===== config.mk =====
export PLATFORM = sky130hd
export DESIGN_NAME = sprite_frame_sequencer_unit
export DESIGN_NICKNAME = d
export VERILOG_FILES = /design/src/sfs_pkg.sv /design/src/sfs_divider.sv /design/src/sfs_datapath.sv /design/src/sfs_ctrl.sv /design/src/sprite_frame_sequencer_unit.sv
export SDC_FILE = /design/constraint.sdc
export NUM_CORES = 1
export LEC_CHECK = 0
export ABC_AREA = 1
export BUFFER_PORTS_ARGS = -buffer_cell sky130_fd_sc_hd__buf_2
export CAP_MARGIN = 10
export CORE_MARGIN = 2
export CORE_UTILIZATION = 50
export DETAILED_ROUTE_END_ITERATION = 6
export GPL_TIMING_DRIVEN = 0
export PLACE_DENSITY = 0.65
export SYNTH_ARGS = -nofsm -noshare
export SYNTH_HDL_FRONTEND = slang
export SYNTH_HIERARCHICAL = 1
export SYNTH_SLANG_ARGS = --single-unit

===== constraint.sdc =====
create_clock -name clock -period 6.2 [get_ports clock]
set_clock_uncertainty 0.1 [all_clocks]
set_input_delay 0.62 -clock clock [delete_from_list [all_inputs] [get_ports clock]]
set_output_delay 0.62 -clock clock [all_outputs]
set_load 0.02 [all_outputs]

===== src/sfs_pkg.sv =====
// Shared types and constants for the sprite frame sequencer.
// No dependencies; imported by every module of the block.
`default_nettype none

package sfs_pkg;

   // sheet and timing limits
   localparam int MAX_FRAMES = 256;
   localparam int TIME_BITS  = 16;
   localparam int ACC_W      = TIME_BITS + 1;

   // field widths
   localparam int IDX_W   = 8;            // frame index
   localparam int START_W = 8;            // range_start
   localparam int END_W   = 9;            // range_end
   localparam int POS_W   = 9;            // list position
   localparam int LEN_W   = 10;           // list length, up to 2*MAX_FRAMES-1
   localparam int COLS_W  = 7;            // frames_per_row
   localparam int PIX_W   = 10;           // frame width / height
   localparam int X_W     = 16;
   localparam int Y_W     = 18;

   // divider: two quotient bits per cycle
   localparam int DIV_RADIX = 2;
   localparam int DIV_STEPS = IDX_W / DIV_RADIX;
   localparam int DIV_CNT_W = $clog2(DIV_STEPS);

   // port widths
   localparam int CSR_IDX_W  = 3;
   localparam int CSR_DATA_W = 16;
   localparam int REQ_DATA_W = 16;
   localparam int REQ_USER_W = 3;
   localparam int RSP_DATA_W = 48;

   // register reset values
   localparam logic [TIME_BITS-1:0] PERIOD_RST = 16'd100;
   localparam logic [START_W-1:0]   START_RST  = 8'd0;
   localparam logic [END_W-1:0]     END_RST    = 9'd16;
   localparam logic [COLS_W-1:0]    COLS_RST   = 7'd4;
   localparam logic [PIX_W-1:0]     WIDTH_RST  = 10'd32;
   localparam logic [PIX_W-1:0]     HEIGHT_RST = 10'd32;

   typedef enum logic [2:0] {
      OP_TICK   = 3'd0,
      OP_START  = 3'd1,
      OP_STOP   = 3'd2,
      OP_PAUSE  = 3'd3,
      OP_RESUME = 3'd4
   } op_type;

   typedef enum logic [2:0] {
      CSR_PERIOD   = 3'd0,
      CSR_START    = 3'd1,
      CSR_END      = 3'd2,
      CSR_PINGPONG = 3'd3,
      CSR_LOOP     = 3'd4,
      CSR_COLS     = 3'd5,
      CSR_WIDTH    = 3'd6,
      CSR_HEIGHT   = 3'd7
   } csr_type;

   typedef enum logic [2:0] {
      ST_IDLE,
      ST_ACCUM,
      ST_ADVANCE,
      ST_INDEX,
      ST_DIVIDE,
      ST_PRODUCT
   } state_type;

   typedef struct packed {
      logic load_req;
      logic accum_en;
      logic advance_en;
      logic index_en;
      logic out_load;
   } cmd_type;

   typedef struct packed {
      logic div_done;
   } stat_type;

endpackage

`default_nettype wire


===== src/sfs_divider.sv =====
// Iterative restoring divider: frame index by column count, two bits a cycle.
// Depends on sfs_pkg.
`default_nettype none

module sfs_divider (
   input  logic                        clock,
   input  logic                        reset,
   input  logic                        start,
   input  logic [sfs_pkg::IDX_W-1:0]   dividend,
   input  logic [sfs_pkg::COLS_W-1:0]  divisor,
   output logic                        done,
   output logic [sfs_pkg::IDX_W-1:0]   quotient,
   output logic [sfs_pkg::COLS_W-1:0]  remainder
);
   import sfs_pkg::*;

   logic                 busy_ff, busy_in;
   logic [DIV_CNT_W-1:0] cnt_ff, cnt_in;
   logic [IDX_W-1:0]     quot_ff, quot_in;
   logic [COLS_W-1:0]    rem_ff, rem_in;
   logic [COLS_W-1:0]    div_ff, div_in;

   logic [IDX_W-1:0]     q_step;
   logic [COLS_W-1:0]    r_step;
   logic [COLS_W:0]      trial;

   // DIV_RADIX shift/subtract iterations per cycle
   always_comb begin
      r_step = rem_ff;
      q_step = quot_ff;
      trial  = '0;
      for (int i = 0; i < DIV_RADIX; i++) begin
         trial  = {r_step, q_step[IDX_W-1]};
         q_step = {q_step[IDX_W-2:0], 1'b0};
         if (trial >= {1'b0, div_ff}) begin
            trial     = trial - {1'b0, div_ff};
            q_step[0] = 1'b1;
         end
         r_step = trial[COLS_W-1:0];
      end
   end

   assign done = busy_ff && (cnt_ff == DIV_CNT_W'(DIV_STEPS - 1));

   always_comb begin
      busy_in = busy_ff;
      cnt_in  = cnt_ff;
      quot_in = quot_ff;
      rem_in  = rem_ff;
      div_in  = div_ff;
      if (start) begin
         busy_in = 1'b1;
         cnt_in  = '0;
         quot_in = dividend;
         rem_in  = '0;
         div_in  = divisor;
      end else if (busy_ff) begin
         cnt_in  = cnt_ff + 1'b1;
         quot_in = q_step;
         rem_in  = r_step;
         if (done) begin
            busy_in = 1'b0;
         end
      end
   end

   always_ff @(posedge clock) begin
      if (reset) begin
         busy_ff <= 1'b0;
         cnt_ff  <= '0;
      end else begin
         busy_ff <= busy_in;
         cnt_ff  <= cnt_in;
      end
   end

   always_ff @(posedge clock) begin
      quot_ff <= quot_in;
      rem_ff  <= rem_in;
      div_ff  <= div_in;
   end

   assign quotient  = quot_ff;
   assign remainder = rem_ff;

endmodule

`default_nettype wire


===== src/sfs_datapath.sv =====
// Datapath: config registers, play state, list arithmetic, divider and
// pixel multipliers. Depends on sfs_pkg and sfs_divider.
`default_nettype none

module sfs_datapath (
   input  logic                              clock,
   input  logic                              reset,
   input  sfs_pkg::cmd_type                  cmd,
   output sfs_pkg::stat_type                 stat,
   input  logic [sfs_pkg::REQ_DATA_W-1:0]    req_tdata,   // [15:0] elapsed
   input  logic [sfs_pkg::REQ_USER_W-1:0]    req_tuser,   // [2:0] op
   output logic [sfs_pkg::RSP_DATA_W-1:0]    rsp_tdata,
   input  logic                              csr_valid,
   output logic                              csr_ready,
   input  logic [sfs_pkg::CSR_IDX_W-1:0]     csr_index,
   input  logic [sfs_pkg::CSR_DATA_W-1:0]    csr_data
);
   import sfs_pkg::*;

   // config
   logic [TIME_BITS-1:0] period_ff, period_in;
   logic [START_W-1:0]   start_ff, start_in;
   logic [END_W-1:0]     end_ff, end_in;
   logic                 pingpong_ff, pingpong_in;
   logic                 loop_ff, loop_in;
   logic [COLS_W-1:0]    cols_ff, cols_in;
   logic [PIX_W-1:0]     fw_ff, fw_in;
   logic [PIX_W-1:0]     fh_ff, fh_in;

   // play state
   logic [POS_W-1:0]     pos_ff, pos_in;
   logic [ACC_W-1:0]     accum_ff, accum_in;
   logic                 playing_ff, playing_in;
   logic                 done_ff, done_in;

   // per-word payload
   logic [2:0]            op_ff;
   logic [TIME_BITS-1:0]  elapsed_ff;
   logic [POS_W-1:0]      n_ff;
   logic [LEN_W-1:0]      len_ff;
   logic [IDX_W-1:0]      idx_ff;
   logic [IDX_W-1:0]      out_idx_ff;
   logic [X_W-1:0]        out_x_ff;
   logic [Y_W-1:0]        out_y_ff;
   logic                  out_playing_ff;
   logic                  out_done_ff;

   logic [END_W-1:0]     end_sat;
   logic [POS_W-1:0]     n_comb;
   logic [LEN_W-1:0]     n_dbl;
   logic [LEN_W-1:0]     len_raw;
   logic [LEN_W-1:0]     len_comb;
   logic [ACC_W:0]       acc_sum;
   logic [ACC_W-1:0]     acc_sat;
   logic                 adv_fire;
   logic [LEN_W-1:0]     pos_next;
   logic [LEN_W-1:0]     pos_clip;
   logic [LEN_W-1:0]     fwd_idx;
   logic [LEN_W:0]       back_idx;
   logic [IDX_W-1:0]     idx_comb;
   logic [COLS_W-1:0]    cols_eff;
   logic [IDX_W-1:0]     div_quot;
   logic [COLS_W-1:0]    div_rem;
   logic [COLS_W+PIX_W-1:0] x_full;
   logic [IDX_W+PIX_W-1:0]  y_full;

   assign csr_ready = 1'b1;

   // play list geometry; range_start always fits below MAX_FRAMES
   always_comb begin
      end_sat  = (end_ff > END_W'(MAX_FRAMES)) ? END_W'(MAX_FRAMES) : end_ff;
      n_comb   = (end_sat > {1'b0, start_ff}) ? (end_sat - {1'b0, start_ff}) : POS_W'(1);
      n_dbl    = {n_comb, 1'b0};
      if (!pingpong_ff) begin
         len_raw = {1'b0, n_comb};
      end else if (loop_ff) begin
         len_raw = n_dbl - LEN_W'(2);
      end else begin
         len_raw = n_dbl - LEN_W'(1);
      end
      len_comb = (len_raw == '0) ? LEN_W'(1) : len_raw;
   end

   // saturating accumulate
   assign acc_sum = {1'b0, accum_ff} + (ACC_W+1)'(elapsed_ff);
   assign acc_sat = acc_sum[ACC_W] ? '1 : acc_sum[ACC_W-1:0];

   assign adv_fire = cmd.advance_en && (op_ff == OP_TICK) && playing_ff &&
                     (accum_ff >= ACC_W'(period_ff));
   assign pos_next = {1'b0, pos_ff} + LEN_W'(1);

   // list position to sheet index; positions past the list read as the last entry
   always_comb begin
      pos_clip = ({1'b0, pos_ff} >= len_ff) ? (len_ff - LEN_W'(1)) : {1'b0, pos_ff};
      fwd_idx  = LEN_W'(start_ff) + pos_clip;
      back_idx = (LEN_W+1)'(start_ff) + (LEN_W+1)'({n_ff, 1'b0}) - (LEN_W+1)'(2)
                 - (LEN_W+1)'(pos_clip);
      idx_comb = (pos_clip < LEN_W'(n_ff)) ? fwd_idx[IDX_W-1:0] : back_idx[IDX_W-1:0];
   end

   assign cols_eff = (cols_ff == '0) ? COLS_W'(1) : cols_ff;

   sfs_divider u_divider (
      .clock     (clock),
      .reset     (reset),
      .start     (cmd.index_en),
      .dividend  (idx_comb),
      .divisor   (cols_eff),
      .done      (stat.div_done),
      .quotient  (div_quot),
      .remainder (div_rem)
   );

   assign x_full = div_rem * fw_ff;
   assign y_full = div_quot * fh_ff;

   // config writes
   always_comb begin
      period_in   = period_ff;
      start_in    = start_ff;
      end_in      = end_ff;
      pingpong_in = pingpong_ff;
      loop_in     = loop_ff;
      cols_in     = cols_ff;
      fw_in       = fw_ff;
      fh_in       = fh_ff;
      if (csr_valid) begin
         case (csr_type'(csr_index))
            CSR_PERIOD:   period_in   = csr_data[TIME_BITS-1:0];
            CSR_START:    start_in    = csr_data[START_W-1:0];
            CSR_END:      end_in      = csr_data[END_W-1:0];
            CSR_PINGPONG: pingpong_in = csr_data[0];
            CSR_LOOP:     loop_in     = csr_data[0];
            CSR_COLS:     cols_in     = csr_data[COLS_W-1:0];
            CSR_WIDTH:    fw_in       = csr_data[PIX_W-1:0];
            CSR_HEIGHT:   fh_in       = csr_data[PIX_W-1:0];
            default: ;
         endcase
      end
   end

   // play state update: commands and accumulate, then advance
   always_comb begin
      pos_in     = pos_ff;
      accum_in   = accum_ff;
      playing_in = playing_ff;
      done_in    = done_ff;
      if (cmd.accum_en) begin
         case (op_ff)
            OP_TICK: begin
               if (playing_ff) begin
                  accum_in = acc_sat;
               end
            end
            OP_START: begin
               playing_in = 1'b1;
               pos_in     = '0;
               done_in    = 1'b0;
            end
            OP_STOP: begin
               playing_in = 1'b0;
               pos_in     = '0;
               done_in    = 1'b0;
            end
            OP_PAUSE: begin
               playing_in = 1'b0;
            end
            OP_RESUME: begin
               playing_in = 1'b1;
               done_in    = 1'b0;
            end
            default: ;
         endcase
      end
      if (adv_fire) begin
         accum_in = accum_ff - ACC_W'(period_ff);
         if (pos_next >= len_ff) begin
            if (loop_ff) begin
               pos_in = '0;
            end else begin
               pos_in     = POS_W'(len_ff - LEN_W'(1));
               playing_in = 1'b0;
               done_in    = 1'b1;
            end
         end else begin
            pos_in = pos_next[POS_W-1:0];
         end
      end
   end

   always_ff @(posedge clock) begin
      if (reset) begin
         period_ff   <= PERIOD_RST;
         start_ff    <= START_RST;
         end_ff      <= END_RST;
         pingpong_ff <= 1'b0;
         loop_ff     <= 1'b0;
         cols_ff     <= COLS_RST;
         fw_ff       <= WIDTH_RST;
         fh_ff       <= HEIGHT_RST;
         pos_ff      <= '0;
         accum_ff    <= '0;
         playing_ff  <= 1'b0;
         done_ff     <= 1'b0;
      end else begin
         period_ff   <= period_in;
         start_ff    <= start_in;
         end_ff      <= end_in;
         pingpong_ff <= pingpong_in;
         loop_ff     <= loop_in;
         cols_ff     <= cols_in;
         fw_ff       <= fw_in;
         fh_ff       <= fh_in;
         pos_ff      <= pos_in;
         accum_ff    <= accum_in;
         playing_ff  <= playing_in;
         done_ff     <= done_in;
      end
   end

   always_ff @(posedge clock) begin
      if (cmd.load_req) begin
         op_ff      <= req_tuser;
         elapsed_ff <= req_tdata[TIME_BITS-1:0];
      end
      if (cmd.accum_en) begin
         n_ff   <= n_comb;
         len_ff <= len_comb;
      end
      if (cmd.index_en) begin
         idx_ff <= idx_comb;
      end
      if (cmd.out_load) begin
         out_idx_ff     <= idx_ff;
         out_x_ff       <= x_full[X_W-1:0];
         out_y_ff       <= y_full[Y_W-1:0];
         out_playing_ff <= playing_ff;
         out_done_ff    <= done_ff;
      end
   end

   assign rsp_tdata = {4'b0, out_done_ff, out_playing_ff, out_y_ff, out_x_ff, out_idx_ff};

`ifndef SYNTH
   a_done_not_playing: assert property (@(posedge clock) disable iff (reset)
      done_ff |-> !playing_ff)
      else $error("finished and playing both set");

   a_advance_in_list: assert property (@(posedge clock) disable iff (reset)
      adv_fire |=> ({1'b0, pos_ff} < len_ff))
      else $error("advance left position outside play list");

   a_div_remainder: assert property (@(posedge clock) disable iff (reset)
      stat.div_done |=> (div_rem < cols_eff))
      else $error("column remainder not below column count");
`endif

endmodule

`default_nettype wire


===== src/sfs_ctrl.sv =====
// Controller state machine: sequences one command word through the datapath.
// Depends on sfs_pkg.
`default_nettype none

module sfs_ctrl (
   input  logic               clock,
   input  logic               reset,
   input  logic               req_tvalid,
   output logic               req_tready,
   output logic               rsp_tvalid,
   input  logic               rsp_tready,
   output sfs_pkg::cmd_type   cmd,
   input  sfs_pkg::stat_type  stat
);
   import sfs_pkg::*;

   state_type state_ff, state_in;
   logic      rsp_valid_ff, rsp_valid_in;

   always_comb begin
      state_in     = state_ff;
      rsp_valid_in = rsp_valid_ff;
      cmd          = '0;
      req_tready   = 1'b0;
      if (rsp_valid_ff && rsp_tready) begin
         rsp_valid_in = 1'b0;
      end
      case (state_ff)
         ST_IDLE: begin
            req_tready = 1'b1;
            if (req_tvalid) begin
               cmd.load_req = 1'b1;
               state_in     = ST_ACCUM;
            end
         end
         ST_ACCUM: begin
            cmd.accum_en = 1'b1;
            state_in     = ST_ADVANCE;
         end
         ST_ADVANCE: begin
            cmd.advance_en = 1'b1;
            state_in       = ST_INDEX;
         end
         ST_INDEX: begin
            cmd.index_en = 1'b1;
            state_in     = ST_DIVIDE;
         end
         ST_DIVIDE: begin
            if (stat.div_done) begin
               state_in = ST_PRODUCT;
            end
         end
         ST_PRODUCT: begin
            // output register must be free or draining this cycle
            if (!rsp_valid_ff || rsp_tready) begin
               cmd.out_load = 1'b1;
               rsp_valid_in = 1'b1;
               state_in     = ST_IDLE;
            end
         end
         default: begin
            state_in = ST_IDLE;
         end
      endcase
   end

   always_ff @(posedge clock) begin
      if (reset) begin
         state_ff     <= ST_IDLE;
         rsp_valid_ff <= 1'b0;
      end else begin
         state_ff     <= state_in;
         rsp_valid_ff <= rsp_valid_in;
      end
   end

   assign rsp_tvalid = rsp_valid_ff;

`ifndef SYNTH
   a_cmd_exclusive: assert property (@(posedge clock) disable iff (reset)
      $onehot0({cmd.load_req, cmd.accum_en, cmd.advance_en, cmd.index_en, cmd.out_load}))
      else $error("more than one datapath command at once");

   a_accept_starts: assert property (@(posedge clock) disable iff (reset)
      (req_tvalid && req_tready) |=> (state_ff == ST_ACCUM))
      else $error("accepted word did not start processing");

   a_hold_result: assert property (@(posedge clock) disable iff (reset)
      (state_ff == ST_PRODUCT && rsp_valid_ff && !rsp_tready)
      |=> (state_ff == ST_PRODUCT && rsp_valid_ff))
      else $error("pending result overwritten");
`endif

endmodule

`default_nettype wire


===== src/sprite_frame_sequencer_unit.sv =====
// Sprite frame sequencer: one result word per command word.
// Steps: accumulate, advance, index, column divider at 2 bits/cycle, multiply,
// then the result register; one word is in the steps at a time.
// A new request is taken once the previous word has reached the result register,
// while that result still waits on rsp_tready.
// Reset: synchronous, active high; registers to defaults, stopped, position 0.
`default_nettype none

module sprite_frame_sequencer_unit (
   input  logic                              clock,
   input  logic                              reset,
   // request channel
   input  logic                              req_tvalid,
   output logic                              req_tready,
   input  logic [sfs_pkg::REQ_DATA_W-1:0]    req_tdata,   // [15:0] elapsed
   input  logic [sfs_pkg::REQ_USER_W-1:0]    req_tuser,   // [2:0] op
   // response channel
   output logic                              rsp_tvalid,
   input  logic                              rsp_tready,
   // [7:0] frame_index, [23:8] frame_x, [41:24] frame_y,
   // [42] playing, [43] finished, [47:44] zero
   output logic [sfs_pkg::RSP_DATA_W-1:0]    rsp_tdata,
   // register write channel
   input  logic                              csr_valid,
   output logic                              csr_ready,
   input  logic [sfs_pkg::CSR_IDX_W-1:0]     csr_index,
   input  logic [sfs_pkg::CSR_DATA_W-1:0]    csr_data
);
   import sfs_pkg::*;

   cmd_type  cmd;
   stat_type stat;

   // sequencing of each word
   sfs_ctrl u_ctrl (
      .clock      (clock),
      .reset      (reset),
      .req_tvalid (req_tvalid),
      .req_tready (req_tready),
      .rsp_tvalid (rsp_tvalid),
      .rsp_tready (rsp_tready),
      .cmd        (cmd),
      .stat       (stat)
   );

   // registers, play state, divide and multiply
   sfs_datapath u_datapath (
      .clock     (clock),
      .reset     (reset),
      .cmd       (cmd),
      .stat      (stat),
      .req_tdata (req_tdata),
      .req_tuser (req_tuser),
      .rsp_tdata (rsp_tdata),
      .csr_valid (csr_valid),
      .csr_ready (csr_ready),
      .csr_index (csr_index),
      .csr_data  (csr_data)
   );

endmodule

`default_nettype wire


==> out/summary.txt <==
Status: finished clean
Worst-margin pin slew: 967 ps
Synth cell types: 52
Critical Path Source: u_datapath/pos_ff[0]
H-tree levels: 1
Number of diodes: 0
Synth Register Bits: 209
Area delta synth->final: 11.3%
R2R depth: 24
Initial antenna violation count: 1
Die width: 191 um
IO Count: 94
Die ar.: 36600 um^2
Placed cell area: 18600 um^2
Remaining antenna violation count: 0
Syn Std Cell Area: 17500 um^2
Die height: 191 um
Hold path depth: 1
Final GP Congestion: 0.925
Final #Nets: 2688
Post-CTS Hold Buffers: 0
Lkg Pwr: 10.1 nW
Worst-path clk slew: 60 ps
Post-cts sizing count: 0
Pwr Density: 250 nW/um^2
Worst R2R Start: u_datapath/pos_ff[0]
CTS tree: yes
Final WL: 41.3 mm
Final core occ: 56.5%
Remaining DRCs: 0
1st-pass router iterations: 5
RSZ-0062 raised after global routing: no
Worst VDD drop: 217 uV
IO Port Bufs: 87
Worst Setup Start Kind: register
Clock root cell: clkbuf_16
Vias in the first global route: 14300
GR Overflow Total: 0
Initial Util: 50.7%
Period minus WS final: 5250 ps
Worst hold slack: 146 ps
Ys async rst share: 0%
Hold Path Class: in -> reg
WL/cell: 14.5 um
Endpoints failing setup: 0
Filler cell count: 3253
Proportion of layout cells with a drive suffix above 1: 8.95%
Top_reg_cell synth: edfxtp_1
Crit. End Element: register
Register area share after synthesis: 29.9%
Design area: 19500 um^2
DR vias: 14700
Site Rows: 68
EDFF count, synth: 105
Min-delay src: req_tdata[12]
Max-Cap Viols: 0
YS warnings: 6
Maximum clock insertion buffer count: 3
CTS sink cnt: 209
Syn Area/Cell: 7.80 um^2
Post-CTS setup buffer count: 0
Slew margin rel.: 35.4%
Final setup margin: 946 ps
Core ar.: 34500 um^2
R2r setup slk: 950 ps
Fmax: 190 MHz
Critical path peak fanout: 10
Setup_tns: 0 ps
Routed vias/inst: 5.16
Worst slack, placed: 1040 ps
Slew Viols, Final: 0
Largest net degree at the start of global routing: 30
GRT Util Overall: 23.0%
RR Endpoint: u_datapath/u_divider/quotient[7]
Iter 0 DRT Violations: 664
Cells after Synth: 2248
WHS Endpoint: u_datapath/elapsed_ff[12]
CP required: 6410 ps
Worst EP arrival: 5470 ps
HPWL after DPL: 33.2 mm
Final period util: 84.7%
Num CTS Buffers: 27
CP Class: reg -> reg
First-pass GRT wire length: 68.6 mm
Clk_lat worst skew: 560 ps
Final hold violation count: 0
[layout make-up]
class / count / area, um^2 / share of cell area (%)
Buffer: 75 / 329 / 1.69
Clock buffer: 31 / 732 / 3.75
Clock inverter: 18 / 139 / 0.712
Inverter: 398 / 1490 / 7.66
Multi-Input combinational cell: 1569 / 10500 / 53.8
Sequential cell: 209 / 5240 / 26.8
Tap cell: 455 / 569 / 2.92
Timing Repair Buffer: 91 / 505 / 2.59
[flip-flops by register name, indices dropped and copies added, names as in the netlist, 10 cells and up]
| signal | cells |
|---|---|
| u_datapath/out_y_ff | 18 |
| u_datapath/period_ff | 16 |
| u_datapath/len_ff | 10 |
| u_datapath/fw_ff | 10 |
| u_datapath/accum_ff | 17 |
| u_datapath/elapsed_ff | 16 |
| u_datapath/fh_ff | 10 |
| u_datapath/out_x_ff | 16 |
[worst max path at each step]
stage                                             endpoint  slack [ps]  cells past startpoint
after floorplan                    u_datapath/out_x_ff[13]        1680                     16
after global placement    u_datapath/u_divider/quotient[7]        1040                     24
after detailed placement  u_datapath/u_divider/quotient[7]        1040                     24
after CTS                 u_datapath/u_divider/quotient[7]        1030                     24
after global routing      u_datapath/u_divider/quotient[7]         600                     24
final                     u_datapath/u_divider/quotient[7]         950                     24
[cell usage in the layout, fill, tap and decap left out, types with 28 or more instances in the layout]
master / n
fa_1: 99
dfxtp_1: 104
nand3_1: 97
buf_2: 92
inv_1: 384
clkbuf_16: 28
a21oi_1: 138
nand2_1: 524
clkbuf_1: 61
o21ai_0: 116
xor2_1: 55
ha_1: 175
nor2_1: 167
edfxtp_1: 105
xnor2_1: 28
[metrics by stage]
| step | instances | total power [mW] |
|---|---|---|
| 2_1_floorplan | 2251 | 2.98 |
| 5_1_grt | 2846 | 5.21 |
| 3_5_place_dp | 2797 | 3.36 |
| 3_3_place_gp | 2793 | 3.31 |
| 4_1_cts | 2846 | 4.91 |
| 6_report | 2846 | 4.87 |
[critical path, stage by stage, from the launching register on]
cell and delay [ps]:
dfxtp_1 420, inv_1 120, ha_1 320, inv_1 60
a21boi_0 70, o211ai_1 250, nand3_2 240, clkbuf_1 280
o21ai_0 660, ha_1 400, inv_1 140, fa_1 440
ha_1 360, a21oi_1 140, nand2_1 100, a21o_1 170
a21oi_1 170, xnor2_1 160, inv_1 60, nand2_1 50
nand2_1 40, nand2_1 50, nand2_1 80, nand2_1 90
nand2_1 50
[cell usage after synthesis, types with 10 or more instances]
master / number / area [um^2]
a21oi_1: 139 / 696
a31oi_1: 15 / 93.8
clkbuf_1: 60 / 225
dfxtp_1: 104 / 2080
edfxtp_1: 105 / 3150
fa_1: 99 / 1980
ha_1: 175 / 2190
inv_1: 384 / 1440
nand2_1: 524 / 1970
nand3_1: 97 / 485
nand3_2: 10 / 100
nand4_1: 23 / 144
nor2_1: 169 / 634
nor3_1: 12 / 60.1
o211ai_1: 11 / 82.6
o21ai_0: 116 / 581
xnor2_1: 28 / 245
xor2_1: 55 / 482
[logic make-up (layout without fill, tap and decap cells)]
family,after synthesis,after routing,synth area share [%]
other,2,5,0.0429
adders and majority gates,274,274,23.8
and+or+nand+nor,878,878,21.3
buffers and inverters,473,613,10.4
xor gates and xnor gates,83,83,4.15
DFF,209,209,29.9
AOI/OAI and AO/OA,329,329,10.4
[power by group]
group / switching [mW] / leakage, nW / internal (mW) / total (mW)
registers: 0.0609 / 1.82 / 1.57 / 1.63
clock network: 0.662 / 0.441 / 0.865 / 1.53
logic: 1.09 / 7.83 / 0.616 / 1.71
[layer usage]
metal  GRT usage (%)  share of wire (%)  vias to the layer above
met5               0              0.022                        -
met4            6.30                2.8                        2
met3            2.52                4.4                       79
met2            40.2                 48                      322
met1            30.2                 45                     6855
li1                -                  -                     7426
Power figures use the tool's default switching activity.
